**src/hw/rtl/tqp_pkg.sv**
```systemverilog
// Shared types and constants for the tone queue player.
package tqp_pkg;

   localparam int QUEUE_DEPTH = 32;
   localparam int IDX_W       = $clog2(QUEUE_DEPTH);
   localparam int CNT_W       = $clog2(QUEUE_DEPTH + 1);

   localparam int CLK_W    = 26;
   localparam int PERIOD_W = 25;
   localparam int DUR_W    = 16;
   localparam int FREQ_W   = 16;
   localparam int DIV_W    = FREQ_W + 1;
   localparam int STEP_W   = $clog2(CLK_W);

   localparam int FIFO_DEPTH = 4;
   localparam int FIFO_IDX_W = $clog2(FIFO_DEPTH);
   localparam int FIFO_CNT_W = $clog2(FIFO_DEPTH + 1);

   localparam logic [CLK_W-1:0] CLOCK_HZ_RESET = CLK_W'(12500000);

   localparam logic ACT_ADD  = 1'b0;
   localparam logic ACT_TICK = 1'b1;

   typedef struct packed {
      logic                action;
      logic [DUR_W-1:0]    duration;
      logic [PERIOD_W-1:0] period;
      logic                count_enable;
   } cmd_type;

   typedef struct packed {
      logic empty;
      logic full;
   } queue_status_type;

   typedef struct packed {
      logic                started;
      logic [PERIOD_W-1:0] period;
      logic [DUR_W-1:0]    duration;
   } entry_type;

   typedef struct packed {
      logic                accepted;
      logic                timer_running;
      logic [PERIOD_W-1:0] timer_period;
      logic                timer_restart;
      logic                pin_cleared;
      logic                busy_res;
   } rsp_type;

   typedef enum logic [1:0] {
      F_IDLE,
      F_DIV,
      F_DONE
   } front_state_type;

   typedef enum logic [1:0] {
      B_IDLE,
      B_READ,
      B_EXEC
   } back_state_type;

endpackage

```
**src/hw/rtl/tqp_front.sv**
```systemverilog
// Front end: takes words, computes tone periods with a serial divider, feeds the queue.
module tqp_front (
   input  logic                         clock,
   input  logic                         reset,
   input  logic                         start,
   output logic                         busy,
   input  logic                         req_action,
   input  logic [tqp_pkg::DUR_W-1:0]    req_duration_ms,
   input  logic [tqp_pkg::FREQ_W-1:0]   req_freq_hz,
   input  logic                         req_count_enable,
   input  logic [tqp_pkg::CLK_W-1:0]    clock_hz,
   input  tqp_pkg::queue_status_type    q_status,
   output logic                         push,
   output tqp_pkg::cmd_type             push_cmd
);

   tqp_pkg::front_state_type state_ff, state_in;
   logic [tqp_pkg::CLK_W-1:0]  quot_ff, quot_in;
   logic [tqp_pkg::DIV_W-1:0]  rem_ff, rem_in;
   logic [tqp_pkg::DIV_W-1:0]  divisor_ff, divisor_in;
   logic [tqp_pkg::STEP_W-1:0] step_ff, step_in;
   logic [tqp_pkg::DUR_W-1:0]  dur_ff, dur_in;

   logic                       take;
   logic [tqp_pkg::DIV_W:0]    trial;
   logic                       fits;

   assign busy  = (state_ff != tqp_pkg::F_IDLE) || q_status.full;
   assign take  = start && !busy;
   assign trial = {rem_ff, quot_ff[tqp_pkg::CLK_W-1]};
   assign fits  = trial >= {1'b0, divisor_ff};

   always_ff @(posedge clock) begin
      if (reset) begin
         state_ff <= tqp_pkg::F_IDLE;
      end else begin
         state_ff <= state_in;
      end
   end

   always_ff @(posedge clock) begin
      quot_ff    <= quot_in;
      rem_ff     <= rem_in;
      divisor_ff <= divisor_in;
      step_ff    <= step_in;
      dur_ff     <= dur_in;
   end

   always_comb begin
      state_in   = state_ff;
      quot_in    = quot_ff;
      rem_in     = rem_ff;
      divisor_in = divisor_ff;
      step_in    = step_ff;
      dur_in     = dur_ff;
      push       = 1'b0;
      push_cmd   = '0;
      case (state_ff)
         tqp_pkg::F_IDLE: begin
            if (take) begin
               if (req_action == tqp_pkg::ACT_TICK || req_freq_hz == '0) begin
                  push                  = 1'b1;
                  push_cmd.action       = req_action;
                  push_cmd.duration     = req_duration_ms;
                  push_cmd.period       = '0;
                  push_cmd.count_enable = req_count_enable;
               end else begin
                  quot_in    = clock_hz;
                  rem_in     = '0;
                  divisor_in = {req_freq_hz, 1'b0};
                  step_in    = '0;
                  dur_in     = req_duration_ms;
                  state_in   = tqp_pkg::F_DIV;
               end
            end
         end
         tqp_pkg::F_DIV: begin
            if (fits) begin
               rem_in = tqp_pkg::DIV_W'(trial - {1'b0, divisor_ff});
            end else begin
               rem_in = trial[tqp_pkg::DIV_W-1:0];
            end
            quot_in = {quot_ff[tqp_pkg::CLK_W-2:0], fits};
            step_in = step_ff + 1'b1;
            if (step_ff == tqp_pkg::STEP_W'(tqp_pkg::CLK_W - 1)) begin
               state_in = tqp_pkg::F_DONE;
            end
         end
         tqp_pkg::F_DONE: begin
            push              = 1'b1;
            push_cmd.action   = tqp_pkg::ACT_ADD;
            push_cmd.duration = dur_ff;
            if (quot_ff == '0) begin
               push_cmd.period = '0;
            end else begin
               push_cmd.period = tqp_pkg::PERIOD_W'(quot_ff - 1'b1);
            end
            push_cmd.count_enable = 1'b0;
            state_in              = tqp_pkg::F_IDLE;
         end
         default: begin
            state_in = tqp_pkg::F_IDLE;
         end
      endcase
   end

endmodule

```
**src/hw/rtl/tqp_queue.sv**
```systemverilog
// Short command queue between the front end and the player.
module tqp_queue (
   input  logic                      clock,
   input  logic                      reset,
   input  logic                      push,
   input  tqp_pkg::cmd_type          push_cmd,
   input  logic                      pop,
   output tqp_pkg::cmd_type          head_cmd,
   output tqp_pkg::queue_status_type status
);

   tqp_pkg::cmd_type slots_ff [tqp_pkg::FIFO_DEPTH];
   logic [tqp_pkg::FIFO_IDX_W-1:0] wr_ptr_ff, wr_ptr_in;
   logic [tqp_pkg::FIFO_IDX_W-1:0] rd_ptr_ff, rd_ptr_in;
   logic [tqp_pkg::FIFO_CNT_W-1:0] count_ff, count_in;

   assign status.empty = (count_ff == '0);
   assign status.full  = (count_ff == tqp_pkg::FIFO_CNT_W'(tqp_pkg::FIFO_DEPTH));
   assign head_cmd     = slots_ff[rd_ptr_ff];

   always_comb begin
      wr_ptr_in = wr_ptr_ff;
      rd_ptr_in = rd_ptr_ff;
      count_in  = count_ff;
      if (push) begin
         wr_ptr_in = wr_ptr_ff + 1'b1;
      end
      if (pop) begin
         rd_ptr_in = rd_ptr_ff + 1'b1;
      end
      if (push && !pop) begin
         count_in = count_ff + 1'b1;
      end else if (pop && !push) begin
         count_in = count_ff - 1'b1;
      end
   end

   always_ff @(posedge clock) begin
      if (reset) begin
         wr_ptr_ff <= '0;
         rd_ptr_ff <= '0;
         count_ff  <= '0;
      end else begin
         wr_ptr_ff <= wr_ptr_in;
         rd_ptr_ff <= rd_ptr_in;
         count_ff  <= count_in;
      end
   end

   always_ff @(posedge clock) begin
      if (push) begin
         slots_ff[wr_ptr_ff] <= push_cmd;
      end
   end

endmodule

```
**src/hw/rtl/tqp_back.sv**
```systemverilog
// Player: holds the tone memory and carries out add and tick commands.
module tqp_back (
   input  logic                      clock,
   input  logic                      reset,
   input  tqp_pkg::queue_status_type q_status,
   input  tqp_pkg::cmd_type          head_cmd,
   output logic                      pop,
   output logic                      rsp_strobe,
   output tqp_pkg::rsp_type          rsp
);

   tqp_pkg::entry_type mem [tqp_pkg::QUEUE_DEPTH];

   tqp_pkg::back_state_type state_ff, state_in;
   tqp_pkg::cmd_type              cmd_ff, cmd_in;
   tqp_pkg::entry_type            rd_ff;
   logic [tqp_pkg::CNT_W-1:0]     count_ff, count_in;
   logic [tqp_pkg::IDX_W-1:0]     idx_ff, idx_in;
   logic                          on_ff, on_in;
   logic [tqp_pkg::PERIOD_W-1:0]  loaded_ff, loaded_in;
   logic                          strobe_ff, strobe_in;
   tqp_pkg::rsp_type              rsp_ff, rsp_in;

   logic                          wr_en;
   logic [tqp_pkg::IDX_W-1:0]     wr_addr;
   tqp_pkg::entry_type            wr_data;
   logic [tqp_pkg::CNT_W-1:0]     idx_next;
   logic                          accepted;
   logic                          restart;
   logic                          pin;

   assign idx_next   = tqp_pkg::CNT_W'(idx_ff) + 1'b1;
   assign rsp_strobe = strobe_ff;
   assign rsp        = rsp_ff;

   always_ff @(posedge clock) begin
      if (reset) begin
         state_ff  <= tqp_pkg::B_IDLE;
         count_ff  <= '0;
         idx_ff    <= '0;
         on_ff     <= 1'b0;
         loaded_ff <= '0;
         strobe_ff <= 1'b0;
      end else begin
         state_ff  <= state_in;
         count_ff  <= count_in;
         idx_ff    <= idx_in;
         on_ff     <= on_in;
         loaded_ff <= loaded_in;
         strobe_ff <= strobe_in;
      end
   end

   always_ff @(posedge clock) begin
      cmd_ff <= cmd_in;
      rsp_ff <= rsp_in;
   end

   always_ff @(posedge clock) begin
      if (wr_en) begin
         mem[wr_addr] <= wr_data;
      end
   end

   always_ff @(posedge clock) begin
      rd_ff <= mem[idx_ff];
   end

   always_comb begin
      state_in  = state_ff;
      cmd_in    = cmd_ff;
      count_in  = count_ff;
      idx_in    = idx_ff;
      on_in     = on_ff;
      loaded_in = loaded_ff;
      strobe_in = 1'b0;
      rsp_in    = rsp_ff;
      pop       = 1'b0;
      wr_en     = 1'b0;
      wr_addr   = idx_ff;
      wr_data   = rd_ff;
      accepted  = 1'b0;
      restart   = 1'b0;
      pin       = 1'b0;
      case (state_ff)
         tqp_pkg::B_IDLE: begin
            if (!q_status.empty) begin
               pop      = 1'b1;
               cmd_in   = head_cmd;
               state_in = tqp_pkg::B_READ;
            end
         end
         tqp_pkg::B_READ: begin
            state_in = tqp_pkg::B_EXEC;
         end
         tqp_pkg::B_EXEC: begin
            if (cmd_ff.action == tqp_pkg::ACT_ADD) begin
               if (count_ff < tqp_pkg::CNT_W'(tqp_pkg::QUEUE_DEPTH)) begin
                  wr_en            = 1'b1;
                  wr_addr          = count_ff[tqp_pkg::IDX_W-1:0];
                  wr_data.started  = 1'b0;
                  wr_data.period   = cmd_ff.period;
                  wr_data.duration = cmd_ff.duration;
                  count_in         = count_ff + 1'b1;
                  accepted         = 1'b1;
               end
            end else if (count_ff != '0) begin
               if (rd_ff.started) begin
                  if (rd_ff.duration == '0) begin
                     if (idx_next >= count_ff) begin
                        idx_in   = '0;
                        count_in = '0;
                        on_in    = 1'b0;
                        pin      = 1'b1;
                     end else begin
                        idx_in = idx_next[tqp_pkg::IDX_W-1:0];
                     end
                  end else if (cmd_ff.count_enable) begin
                     wr_en            = 1'b1;
                     wr_data.duration = rd_ff.duration - 1'b1;
                  end
               end else begin
                  pin = 1'b1;
                  if (rd_ff.period != '0) begin
                     restart   = 1'b1;
                     loaded_in = rd_ff.period;
                     on_in     = 1'b1;
                  end else begin
                     on_in = 1'b0;
                  end
                  wr_en           = 1'b1;
                  wr_data.started = 1'b1;
               end
            end
            strobe_in            = 1'b1;
            rsp_in.accepted      = accepted;
            rsp_in.timer_running = on_in;
            rsp_in.timer_period  = loaded_in;
            rsp_in.timer_restart = restart;
            rsp_in.pin_cleared   = pin;
            rsp_in.busy_res      = (count_in != '0);
            state_in             = tqp_pkg::B_IDLE;
         end
         default: begin
            state_in = tqp_pkg::B_IDLE;
         end
      endcase
   end

endmodule

```
**src/hw/rtl/tone_queue_player.sv**
```systemverilog
// Top level of the tone queue player: clock register, front end, queue and player.
//
// Usage: a word is taken when start is high and busy is low. req_action 0 adds
// a tone (req_duration_ms, req_freq_hz); 1 is one player tick (req_count_enable).
// Every word gives exactly one result word, shown for one cycle with rsp_valid
// high; results come out in the order the words were taken. The receiver has
// no way to stall, so the block never waits on the result side.
// A tick or silent add is pushed into the queue in the cycle it is taken; the
// player pops it, reads the tone memory, executes it and registers rsp_valid.
// A nonzero-frequency add first runs the period divider, one quotient bit a
// cycle. Throughput: the front end takes one word per cycle until the 4-deep
// command queue fills; a tone add holds busy while it divides, and the player
// pops a word only after executing the last.
// csr_we/csr_wdata write the timer clock rate; write it only while idle.
// Reset (synchronous, active high) empties the queue, stops the timer, clears
// the loaded period and sets the clock rate to 12.5 MHz. No clearing pass.
module tone_queue_player (
   input  logic                          clock,
   input  logic                          reset,
   input  logic                          start,
   output logic                          busy,
   input  logic                          req_action,
   input  logic [tqp_pkg::DUR_W-1:0]     req_duration_ms,
   input  logic [tqp_pkg::FREQ_W-1:0]    req_freq_hz,
   input  logic                          req_count_enable,
   output logic                          rsp_valid,
   output logic                          rsp_accepted,
   output logic                          rsp_timer_running,
   output logic [tqp_pkg::PERIOD_W-1:0]  rsp_timer_period,
   output logic                          rsp_timer_restart,
   output logic                          rsp_pin_cleared,
   output logic                          rsp_busy_res,
   input  logic                          csr_we,
   input  logic [tqp_pkg::CLK_W-1:0]     csr_wdata
);

   logic [tqp_pkg::CLK_W-1:0] clock_hz_ff, clock_hz_in;

   tqp_pkg::queue_status_type q_status;
   tqp_pkg::cmd_type          push_cmd;
   tqp_pkg::cmd_type          head_cmd;
   tqp_pkg::rsp_type          rsp;
   logic                      push;
   logic                      pop;

   assign clock_hz_in = csr_we ? csr_wdata : clock_hz_ff;

   always_ff @(posedge clock) begin
      if (reset) begin
         clock_hz_ff <= tqp_pkg::CLOCK_HZ_RESET;
      end else begin
         clock_hz_ff <= clock_hz_in;
      end
   end

   tqp_front u_front (
      .clock            (clock),
      .reset            (reset),
      .start            (start),
      .busy             (busy),
      .req_action       (req_action),
      .req_duration_ms  (req_duration_ms),
      .req_freq_hz      (req_freq_hz),
      .req_count_enable (req_count_enable),
      .clock_hz         (clock_hz_ff),
      .q_status         (q_status),
      .push             (push),
      .push_cmd         (push_cmd)
   );

   tqp_queue u_queue (
      .clock    (clock),
      .reset    (reset),
      .push     (push),
      .push_cmd (push_cmd),
      .pop      (pop),
      .head_cmd (head_cmd),
      .status   (q_status)
   );

   tqp_back u_back (
      .clock      (clock),
      .reset      (reset),
      .q_status   (q_status),
      .head_cmd   (head_cmd),
      .pop        (pop),
      .rsp_strobe (rsp_valid),
      .rsp        (rsp)
   );

   assign rsp_accepted      = rsp.accepted;
   assign rsp_timer_running = rsp.timer_running;
   assign rsp_timer_period  = rsp.timer_period;
   assign rsp_timer_restart = rsp.timer_restart;
   assign rsp_pin_cleared   = rsp.pin_cleared;
   assign rsp_busy_res      = rsp.busy_res;

   a_restart_runs: assert property (@(posedge clock) disable iff (reset)
      rsp_valid && rsp_timer_restart |-> rsp_timer_running && rsp_pin_cleared)
      else $error("timer restart without running timer");

   a_accept_busy: assert property (@(posedge clock) disable iff (reset)
      rsp_valid && rsp_accepted |-> rsp_busy_res)
      else $error("stored tone but queue reported empty");

   a_pin_state: assert property (@(posedge clock) disable iff (reset)
      rsp_valid && rsp_pin_cleared |-> !rsp_timer_running || rsp_timer_restart)
      else $error("pin cleared while timer kept running");

   a_strobe_single: assert property (@(posedge clock) disable iff (reset)
      rsp_valid |=> !rsp_valid)
      else $error("result strobe held over two cycles");

endmodule

```
**config.mk**
```make
export PLATFORM = sky130hd
export DESIGN_NAME = tone_queue_player
export DESIGN_NICKNAME = d
export VERILOG_FILES = /design/src/hw/rtl/tqp_pkg.sv /design/src/hw/rtl/tqp_front.sv /design/src/hw/rtl/tqp_queue.sv /design/src/hw/rtl/tqp_back.sv /design/src/hw/rtl/tone_queue_player.sv
export SDC_FILE = /design/constraint.sdc
export NUM_CORES = 2
export LEC_CHECK = 0
export BUFFER_PORTS_ARGS = -buffer_cell sky130_fd_sc_hd__buf_2
export CORE_ASPECT_RATIO = 1.75
export CORE_MARGIN = 5
export CORE_UTILIZATION = 45
export CTS_BUF_LIST = sky130_fd_sc_hd__clkbuf_4 sky130_fd_sc_hd__clkbuf_8
export CTS_CLUSTER_SIZE = 12
export DETAILED_ROUTE_END_ITERATION = 8
export SYNTH_ARGS = -nofsm -noshare
export SYNTH_HDL_FRONTEND = slang
export SYNTH_SLANG_ARGS = --single-unit
export TNS_END_PERCENT = 50
```
**constraint.sdc**
```tcl
create_clock -name clock -period 6.1 [get_ports clock]
set_input_delay 0.305 -clock clock [delete_from_list [all_inputs] [get_ports clock]]
set_output_delay 0.305 -clock clock [all_outputs]
set_load 0.01 [all_outputs]
```
==> impl.org <==
** Timing
- Final critical path time including I/O delays and setup :: about 4500 ps
- Count of final hold-check violations :: 0
- The number of pins exceeding their max-slew limit in the final report came to 0.
- Setup violations remaining at the end of the flow were counted as 0.
- At the pin with the least slew margin, the transition time is roughly 1400 ps.
- Worst slew margin :: 5.372%
- Setup repair after global routing left no endpoint under its margin.
- On the final layout, the worst clock skew is 84.76 ps.
- Final cycle utilization of the critical path :: 73.68%
- Derived from the worst setup path, the maximum achievable clock frequency is ~220 MHz.
- For the final routed database, the setup TNS stands at 0 ps.

** Power
- Power density of the placed cells :: 331.4 mW/mm2
- Sequential Power Share :: between 50% and 60%
- Internal power comes to between 0.015 and 0.02 W.
- Net switching is between 20% and 30% of the power.
- VDD sags by at most 0.3265 mV.
- Sw power :: 0.006234 W
- The completed layout was analyzed and its total power is between 0.02 and 0.03 W.
- Power share of the combinational group :: under 10%
- Clock Power Share :: a little over a third
- The analysis attributes to cell leakage a power of approximately 25 nW.

** Worst setup path
- Startpoint types :: flop
- Endpoint class of the critical path :: flop
- Max FO, Critical Path :: 22
- Crit Path Class :: reg -> reg
- Data required, critical path :: 6640 ps
- Crit path DAT :: 5040 ps

** Final layout
- Counting the fill cells in the layout gives between 10000 and 15000.
- Relative to the synthesized area, the layout overhead comes to 13.02%.
- In the final layout, the multi-input gates occupy roughly 0.017 mm2.
- Area used by sequential logic in the layout :: 0.05248 mm2
- Fraction of final layout cells with drive strength greater than 1 :: between 20 and 30%
- Net count of the finished layout :: around 3900

** Global routing
- Antenna violations before repair :: 3
- Pin count of the biggest net entering global routing :: 132
- Summed over all layers, the global routing overflow is 0.
- Overall track demand over capacity in global routing :: roughly a fifth
- Global-route wire length before repair :: between 200000 and 250000 um
- Vias in the first global route :: ~36000

** Yosys
- Area of the mapped netlist :: roughly 0.070 mm2
- Of all flip-flops after synthesis, the portion carrying an async set or reset was 0%.
- The number of different library cells used by synthesis comes to 72.
- Number of synthesized register bits :: 1786
- edfxtp_1 is the most common cell in the netlist.
- The share of synthesized area in the top cell type comes to approximately 72%.
- For this run, the number of Yosys warnings is 0.
- Number of synthesized flops with an enable pin :: 1669
- When the netlist entered floorplanning its net count stood at ~3500.
- Cell type with the largest total area after synthesis :: edfxtp_1
- Commonest cells in the netlist :: 1669 x edfxtp_1, 463 x mux4_2, 259 x nand2_1, 141 x nor2_1, 125 x clkbuf_1
- Sorting the synthesized cells by area gives the leading types as edfxtp_1 72%, mux4_2 15%, dfxtp_1 3.4%, nand2_1 1.4%, nor2_1 0.76%.
- Share of the yosys chip area belonging to registers :: roughly three quarters
- In the synthesized netlist, the number of instances is roughly 3400.
- Average footprint of a synthesized cell :: between 20 and 25 um2
- In the synthesized netlist the dominant register cell turns out to be edfxtp_1.

** Floorplan
- Width of the die :: 307.2 um
- Floorplan row count :: about 190
- Initial core utilization :: roughly 45%
- Die Span Y :: about 530 um
- Top-Level Pins :: between 90 and 100
- After floorplanning, the core was sized to cover approximately 0.15 mm2.
- Floorplan die area :: 0.1628 mm2

** Detailed routing
- DRT antenna net count :: 0
- In the routed design, unresolved DRC markers number 0.
- For this run, the detailed router's first-pass iteration total came to 5.
- Vias :: about 34000
- For this block, the routed nets add up to roughly 160000 um of wire.
- In the final routed layout, each cell accounts on average for roughly 27 um.
- The first routing iteration left around 2600 violations.
- Post-DR vias/cell :: between 5 and 6

** Run status
- Result of the run :: completed

** CTS
- The clock passes through at most 4 buffers.
- Clock transition at the registers of the reported paths :: approximately 60 ps
- The H-tree was split into 4 levels.
- Clock tree synthesis inserted a total of between 200 and 250 buffers.
- TritonCTS built the clock tree.
- Clk Latency, worst-skew pair :: approximately 950 ps
- The cell sitting at the root of the clock tree is a clkbuf_8.
- Buffers added to address setup during post-CTS repair amount to 0.
- # clock sinks :: roughly 1800

** Job
- Across the run, the number of max-cap violations was 0.

** Min path
- Hold WC Path Type :: in -> reg

** Place
- Routability-driven placement congestion ratio :: roughly 0.86
- Detailed placement finished with a half-perimeter wire length of between 90000 and 100000 um.
- The count of buffers added on input and output ports is 95.
power groups by stage:
stage	logic (W)	registers, W	clock network [W]
2_1_floorplan	0.00139	0.0149	0
3_3_place_gp	0.00215	0.0150	0
3_5_place_dp	0.00220	0.0150	0
4_1_cts	0.00225	0.0148	0.00928
5_1_grt	0.00243	0.0148	0.00983
6_report	0.00222	0.0148	0.00905
timing repair:
item / 4_1_cts / 5_1_grt
endpoints found under the hold margin: 142 / 0
hold buffers: 81 / 0
resized for setup: 0 / 0
stage by stage:
stage          instances  hold slack, ps  util [%]  worst slack, ps  cell area (um2)
2_1_floorplan       3415           403.9         -             1881            69560
3_3_place_gp        5449           425.8     47.35             1637            72980
3_5_place_dp        5449           439.9     47.35             1615            72980
4_1_cts             5973           3.429     50.99             1621            78600
5_1_grt             5974           71.72     51.00             1376            78610
6_report            5977           81.97     51.00             1605            78620
worst max-delay path, cell delays in order, from the launching register on:
cell      delay [ps]
edfxtp_1        1020
o21ai_1          450
a211oi_1         530
o21ai_0          480
nor2_4           990
buf_4            600
kinds of logic after synthesis:
group                    count (synthesis)  synth area share [%]
XOR/XNOR                                37                0.4659
AO/OA/AOI/OAI                          217                 2.176
multiplexers                           555                 16.39
AND/OR/NAND/NOR                        565                 3.610
buffers and inverters                  219                 1.270
adder cells (fa/ha/maj)                 36                0.6691
flip-flops                            1786                 75.42
state kept, by name, summed over array words and instances, names as in the netlist, 2 cells and up:
register            cells
u_back.cmd_ff          43
u_front.dur_ff         16
u_front.rem_ff         17
u_back.idx_ff           5
u_front.step_ff         5
u_back.state_ff         2
u_queue.wr_ptr_ff       2
clock_hz_ff            26
u_queue.slots_ff      172
u_front.divisor_ff     16
u_front.quot_ff        26
u_queue.rd_ptr_ff       2
u_back.loaded_ff       25
u_back.rd_ff           42
u_back.rsp             30
u_back.mem           1344
u_queue.count_ff        3
u_back.count_ff         6
u_front.state_ff        2
worst paths after layout:
path | startpoint | endpoint | slack (ps) | cells past startpoint
max | u_back.cmd_ff[42]$_DFFE_PP_ | u_back.mem[5][37]$_DFFE_PP_ | 1610 | 5
min | csr_we | clock_hz_ff[14]$_SDFFE_PP0P_ | 80 | 3
max reg2reg | u_back.cmd_ff[42]$_DFFE_PP_ | u_back.mem[5][37]$_DFFE_PP_ | 1610 | 5
min reg2reg | u_back.state_ff[1]$_SDFFE_PP0P_ | u_back.state_ff[1]$_SDFFE_PP0P_ | 450 | 1
per-layer routing:
| metal | share of wire [%] | global-route usage (%) | vias to the layer above |
|---|---|---|---|
| met2 | 56 | 37.79 | 997 |
| li1 | - | - | 14700 |
| met4 | 2.1 | 5.288 | 2 |
| met1 | 38 | 24.32 | 18000 |
| met3 | 4.7 | 2.751 | 268 |
| met5 | 0.0079 | 0 | - |
cells in the final DEF (no fill, tap or decap), types with 6 or more instances in the layout:
| master | instances |
|---|---|
| xor2_1 | 11 |
| clkinv_2 | 29 |
| o22ai_1 | 14 |
| mux4_2 | 463 |
| dlygate4sd3_1 | 81 |
| ha_1 | 34 |
| nor3_1 | 30 |
| o31ai_1 | 13 |
| o21a_1 | 6 |
| mux2_2 | 42 |
| a211oi_1 | 7 |
| clkinv_1 | 54 |
| nand2_1 | 258 |
| dfxtp_1 | 111 |
| clkbuf_4 | 87 |
| nor2b_1 | 17 |
| nor2_1 | 107 |
| buf_12 | 6 |
| buf_2 | 94 |
| nor2_4 | 33 |
| nand3_1 | 27 |
| buf_4 | 78 |
| xnor2_1 | 26 |
| a22o_1 | 18 |
| clkbuf_8 | 258 |
| inv_1 | 46 |
| a21oi_1 | 37 |
| edfxtp_1 | 1669 |
| a21o_1 | 7 |
| a211o_1 | 17 |
| o211ai_1 | 7 |
| a31oi_1 | 7 |
| or3_1 | 16 |
| nand4_1 | 17 |
| nand2b_1 | 8 |
| bufinv_16 | 6 |
| nor4_1 | 16 |
| mux2i_1 | 50 |
| o21ai_0 | 24 |
| a21oi_2 | 11 |
final cells by class:
cell class,instances,share of cell area [%]
repair buffers,259,2.527
clock inverters,98,0.7671
multi-input cells,1410,21.12
flip-flops and latches,1786,66.76
inverters,49,0.2403
clock buffers,345,5.348
well taps,2026,3.224
diodes,4,0.01273
Power figures use the tool's default switching activity.
